--- src/rtl/prbs16_pkg.sv ---
// prbs16_pkg: word types, codes and LFSR step functions for the PRBS16 generator/checker.
// No dependencies; imported by prbs16_step, prbs16_generator_checker, prbs16_monitor and tb.
package prbs16_pkg;

    typedef struct packed {
        logic [1:0] action;
        logic [7:0] data_byte;
    } t_in_word;

    typedef struct packed {
        logic [31:0] random_value;
        logic        follow_error;
        logic [15:0] errors_seen;
        logic        resyncing;
    } t_out_word;

    typedef struct packed {
        logic [15:0] shift_register;
        logic [4:0]  resync_bits_left;
    } t_lfsr_state;

    typedef struct packed {
        logic count_inc;
        logic count_clear;
    } t_step_ctl;

    localparam logic [1:0] ACT_RUN    = 2'd0;
    localparam logic [1:0] ACT_RESEED = 2'd1;
    localparam logic [1:0] ACT_REINIT = 2'd2;

    localparam logic [2:0] MODE_BIT    = 3'd0;
    localparam logic [2:0] MODE_BYTE   = 3'd1;
    localparam logic [2:0] MODE_HALF   = 3'd2;
    localparam logic [2:0] MODE_WORD   = 3'd3;
    localparam logic [2:0] MODE_FOLLOW = 3'd4;

    localparam logic [1:0] REG_MODE = 2'd0;
    localparam logic [1:0] REG_SEED = 2'd1;

    localparam logic [2:0]  MODE_RESET   = MODE_BYTE;
    localparam logic [15:0] LFSR_INIT    = 16'h0001;
    localparam logic [4:0]  RESYNC_INIT  = 5'd16;
    localparam logic [4:0]  RESYNC_BYTE  = 5'd8;

    function automatic logic [15:0] lfsr_guard(input logic [15:0] r);
        return (r == 16'h0000) ? LFSR_INIT : r;
    endfunction

    function automatic logic [15:0] lfsr_next(input logic [15:0] r);
        logic fb;
        fb = r[0] ^ r[2] ^ r[3] ^ r[5];
        return {fb, r[15:1]};
    endfunction

    function automatic logic [15:0] lfsr_adv8(input logic [15:0] r);
        logic [15:0] v;
        v = r;
        for (int i = 0; i < 8; i++) begin
            v = lfsr_next(v);
        end
        return v;
    endfunction

    function automatic logic [15:0] lfsr_adv16(input logic [15:0] r);
        return lfsr_adv8(lfsr_adv8(r));
    endfunction

endpackage

--- src/rtl/prbs16_step.sv ---
// prbs16_step: next LFSR/resync state and result value for one word.
// Depends on prbs16_pkg.
module prbs16_step (
    input  logic [2:0]               i_mode,
    input  logic [15:0]              i_seed,
    input  prbs16_pkg::t_in_word     i_word,
    input  prbs16_pkg::t_lfsr_state  i_state,
    output prbs16_pkg::t_lfsr_state  o_state,
    output prbs16_pkg::t_step_ctl    o_ctl,
    output logic [31:0]              o_value
);
    import prbs16_pkg::*;

    logic [15:0] w_g;
    logic [15:0] w_a1;
    logic [15:0] w_a8;
    logic [15:0] w_a16;
    logic [15:0] w_a32;

    assign w_g   = lfsr_guard(i_state.shift_register);
    assign w_a1  = lfsr_next(w_g);
    assign w_a8  = lfsr_adv8(w_g);
    assign w_a16 = lfsr_adv8(w_a8);
    assign w_a32 = lfsr_adv16(lfsr_guard(w_a16));

    always_comb begin
        o_state = i_state;
        o_ctl   = '0;
        o_value = '0;
        case (i_word.action)
            ACT_RESEED: begin
                o_state.shift_register = lfsr_guard(i_seed);
            end
            ACT_REINIT: begin
                o_state.shift_register   = LFSR_INIT;
                o_state.resync_bits_left = RESYNC_INIT;
                o_ctl.count_clear        = 1'b1;
            end
            ACT_RUN: begin
                case (i_mode)
                    MODE_BIT: begin
                        o_state.shift_register = w_a1;
                        o_value                = {31'd0, w_a1[15]};
                    end
                    MODE_BYTE: begin
                        o_state.shift_register = w_a8;
                        o_value                = {24'd0, w_a8[15:8]};
                    end
                    MODE_HALF: begin
                        o_state.shift_register = w_a16;
                        o_value                = {16'd0, w_a16};
                    end
                    MODE_WORD: begin
                        o_state.shift_register = w_a32;
                        o_value                = {w_a16, w_a32};
                    end
                    MODE_FOLLOW: begin
                        if (i_state.resync_bits_left != 5'd0) begin
                            o_state.shift_register =
                                {i_word.data_byte, i_state.shift_register[15:8]};
                            o_state.resync_bits_left =
                                (i_state.resync_bits_left > RESYNC_BYTE) ?
                                (i_state.resync_bits_left - RESYNC_BYTE) : 5'd0;
                        end else if (i_word.data_byte != w_a8[15:8]) begin
                            o_state.shift_register   = {i_word.data_byte, 8'h00};
                            o_state.resync_bits_left = RESYNC_BYTE;
                            o_ctl.count_inc          = 1'b1;
                        end else begin
                            o_state.shift_register = w_a8;
                        end
                    end
                    default: begin
                    end
                endcase
            end
            default: begin
            end
        endcase
    end

endmodule

--- config.mk ---
export PLATFORM = sky130hd
export DESIGN_NAME = prbs16_step
export DESIGN_NICKNAME = d
export VERILOG_FILES = /design/src/rtl/prbs16_pkg.sv /design/src/rtl/prbs16_step.sv
export SDC_FILE = /design/constraint.sdc
export NUM_CORES = 1
export LEC_CHECK = 0
export ABC_CLOCK_PERIOD_IN_PS = 4350
export BUFFER_PORTS_ARGS = -buffer_cell sky130_fd_sc_hd__buf_2
export CORE_ASPECT_RATIO = 1.4
export CORE_MARGIN = 2
export CORE_UTILIZATION = 52
export DETAILED_ROUTE_END_ITERATION = 12
export GPL_TIMING_DRIVEN = 0
export PLACE_DENSITY = 0.84
export SLEW_MARGIN = 30
export SYNTH_ARGS = -nofsm -noshare
export SYNTH_HDL_FRONTEND = slang
export SYNTH_SLANG_ARGS = --single-unit
--- constraint.sdc ---
create_clock -name vclk -period 4.35
set_input_delay 0.87 -clock vclk [all_inputs]
set_output_delay 0.87 -clock vclk [all_outputs]
set_load 0.01 [all_outputs]
## After elaboration in Yosys (flattened, before gate mapping)

Index checks and enable logic that the tools add are counted.

| storage, ports and cells | value |
|---|---|
| register bits after elaboration | 0 |
| word-level logic and storage cells | 129 |

| cells by class | value |
|---|---|
| add/subtract/negate cells | 1 |
| $lt $le $gt $ge | 1 |
| equal/unequal tests | 7 |
| multiplexer cells | 18 |
| bitwise operators | 96 |
| reductions and logical operators | 6 |

Operator list:

| cell | count |
|---|---|
| $pmux 32 s4 | 1 |
| $xor 1x1->1 | 96 |
| $pmux 16 s5 | 1 |
| $mux 16 | 4 |
| $logic_not 16->1 | 3 |
| $pmux 16 s3 | 1 |
| $mux 32 | 1 |
| $mux 21 | 1 |
| $mux 5 | 3 |
| $pmux 5 s2 | 1 |
| $ne 8x8->1 | 1 |
| $eq 3x2->1 const B | 2 |
| $gt 5x4->1 const B | 1 |
| $mux 1 | 5 |
| $reduce_bool 5->1 | 1 |
| $sub 5x4->5 const B | 1 |
| $eq 3x1->1 const B | 1 |
| $eq 3x3->1 const B | 1 |
| $logic_not 3->1 | 1 |
| $eq 2x1->1 const B | 1 |
| $eq 2x2->1 const B | 1 |
| $logic_not 2->1 | 1 |

## Logic depth before layout (Yosys ltp)

| depth | value |
|---|---|
| depth after elaboration | 18 |
| mapped depth | 9 |
| depth with buffers taken out | 7 |

## Worst setup path after synthesis

No wires, ideal clock.

| timing path | value |
|---|---|
| path type | input-to-output |
| start point | input i_state[9] (netlist name) |
| end point | output o_state[20] (netlist name) |
| arrival | 2.849 ns |
| slack | 0.631 ns |
| cell stages on the path | 9 |
| path buffers | 2 |
| path through | buf_4 > xnor2_4 > xnor2_1 > clkbuf_1 > xnor2_1 > xnor2_1 > nand3_1 > a211oi_1 > nand4b_1 |

RTL lines:

| what | RTL line | RTL |
|---|---|---|
| start: declaration | prbs16_step.sv:7 | `input prbs16_pkg::t_lfsr_state i_state,` |
| end: declaration | prbs16_step.sv:8 | `output prbs16_pkg::t_lfsr_state o_state,` |

==> key figures <==
Synth
  • Dominant cells by area after synthesis: xnor2_1 (20%), a21oi_1 (7.1%), nor2_1 (7.0%), o22a_1 (5.4%), xnor3_1 (4.9%)
  • Yosys top cell by area: xnor2_1
  • Yosys top cell area share: 20.2%
  • Cell area after synthesis: 2740 sq um
  • Register area share after synthesis: 0%
  • Simple-gate share of the synthesized area: 21.5%
  • Synth Area in XOR/XNOR: 35.9%
  • Post-Syn Instances: 395
  • Largest family of logic cells by synthesized area: XOR/XNOR gates
  • Syn. warnings: 0
  • Synth Area in Compound Gates: 29.5%
  • Syn avg cell area: 6.92 sq um
  • Yosys cell types: 56
  • Post-synthesis adder-cell area fraction: 0%
  • Mux contribution to synthesized area: 4.03%
  • Mapped Nets: 445

Critical path
  • Slowest library cell on the worst path: xnor2_1
  • Crit path launch: i_state[8]
  • Crit end category: output port
  • Crit-path cells: buf_2, xnor2_2, xnor2_1, or2_2, clkbuf_1, xnor2_1, mux2i_1, a211oi_1, o22ai_1, buf_2
  • CP Max Fanout: 7
  • Crit-path max cell delay: 410 ps
  • Required time of the critical path: 3480 ps
  • WP data arrival: 3420 ps
  • CP Class: input port to output port
  • Critical Path Source Type: input port

STA
  • Endpoints failing hold: 0
  • Slew @ Worst Pin: 676 ps
  • Sum Neg Setup Slack: 0 ps
  • Max-slew violation count: 0
  • Endpoints failing setup: 0
  • Relative slew slack: 54.6%
  • Max Freq: 233 MHz
  • RSZ-0062 raised after global routing: false
  • Tmin final: 4290 ps
  • Final period util: 98.6%

Cells and area
  • Nets@finish: 537
  • Ant diodes: 0
  • Count of flip-flops and latches: 0
  • Register area: 0 sq um
  • Share of cells above drive strength 1: 26.2%
  • Final non-filler cell total: 551
  • P&R area growth vs syn: 20.3%
  • CLK BUF: 0

Die
  • Die Ht: 89.8 um
  • Number of core rows: 31
  • Die area: 5860 sq um
  • IO Count: 105
  • Initial core utilization: 53.4%
  • Die X-Extent: 65.3 um
  • Core area: 5120 sq um

Power
  • Pwr Density: 213 nW/um^2
  • Peak VDD IR: 142 uV
  • Static Leak: 1.39 nW
  • Power Total: 0.699 mW

Flow run
  • Max-cap check violation count: 0

Clock network
  • Post-CTS setup repair buffer count: 0
  • Post-CTS Hold Buffers: 0

Min path
  • Worst hold start: i_state[0]
  • HP Class: input port to output port

GRT
  • Initial antenna violation count: 0
  • Tot GR Track Use: 36.5%
  • Pin count of the biggest net entering global routing: 11
  • First-pass GRT wire length: 17100 um
  • GRT overflow: 0
  • Vias in the first global route: 3197

Placed design
  • IO Port Bufs: 90
  • Post-DP HPWL: 8500 um
  • Cells after DPL: 551
  • Gpl congestion: 1.03

Routing
  • Post-DRT Antenna Nets: 0
  • Vias per cell: 6.05
  • Pre-Repair DR Iteration Count: 5
  • Drt total wl: 10700 um
  • Wirelength per Cell: 19.4 um
  • 1st-iter DRT viols: 282
  • Drt drc: 0
  • Via count: 3334

Outcome
  • Run status: completed
-- Yosys cell counts, types with 5 or more instances --
cell,n
o211ai_1,5
o22a_1,17
nor2_1,51
nor3_1,7
xnor2_1,63
o22ai_1,15
xnor3_1,6
a21oi_1,39
inv_1,8
nand2_1,17
clkbuf_1,23
nor4_1,9
xnor2_2,5
buf_4,7
mux2i_1,11
xor2_1,8
o21ai_0,26
nand2b_1,7
nand3_1,8
-- stage by stage --
stage	hold slack [ps]	utilization, %	worst slack (ps)	area, sq um
2_1_floorplan	1840	-	631	2740
3_3_place_gp	2050	63.8	-64.2	3270
3_5_place_dp	2050	63.8	-89.9	3270
4_1_cts	2050	63.9	63.8	3270
5_1_grt	2070	64.2	2.17	3290
6_report	2050	64.2	59.1	3290
-- cell type report --
| class | instances | area [sq um] |
|---|---|---|
| tap | 66 | 82.6 |
| buffer | 40 | 211 |
| timing repair buffer | 90 | 450 |
| multi-input combinational | 345 | 2510 |
| inverter | 10 | 37.5 |
| fill | 506 | 1830 |
-- layer usage --
| layer | track usage, % | vias up | wire length, um |
|---|---|---|---|
| li1 | - | 1590 | - |
| met1 | 46.2 | 1488 | 3960 |
| met2 | 60.4 | 212 | 5130 |
| met3 | 2.63 | 44 | 951 |
| met4 | 19.6 | 0 | 621 |
| met5 | 0 | - | 0 |
-- repair_timing --
item	CTS	global route
gates resized for setup	1	2
pin swaps	0	0
endpoints found under the setup margin	2	2
-- path summary, 6_finish.rpt --
check,cells past startpoint,slack (ps),to
worst min-delay path,3,2050,o_state[0]
worst max-delay path,10,60,o_state[11]
-- worst max-delay path: cells and delay by family --
family	cells	cell delay, ps
xor+xnor	3	1020
buf+inv	3	560
simple gates	1	340
compound gates	2	340
mux	1	290
-- report_power, final --
group	switching, mW	leakage [nW]	internal [mW]
Clock	0	0	0
Combinational	0.399	1.39	0.300
Sequential	0	0	0
Total	0.399	1.39	0.300
-- cell usage in the layout (no fill, tap or decap), types with 8 or more instances in the layout --
master / count
o22ai_1: 15
o21ai_0: 26
xnor2_1: 61
nor4_1: 9
o22a_1: 17
inv_1: 8
nand3_1: 8
nand2_1: 17
xor2_1: 8
clkbuf_1: 22
a21oi_1: 39
buf_2: 93
mux2i_1: 11
nor2_1: 51
-- cells by family after synthesis --
group,after synthesis
compound gates,125
simple gates,121
xor+xnor,88
buf+inv,50
mux,11
Power figures use the tool's default switching activity.
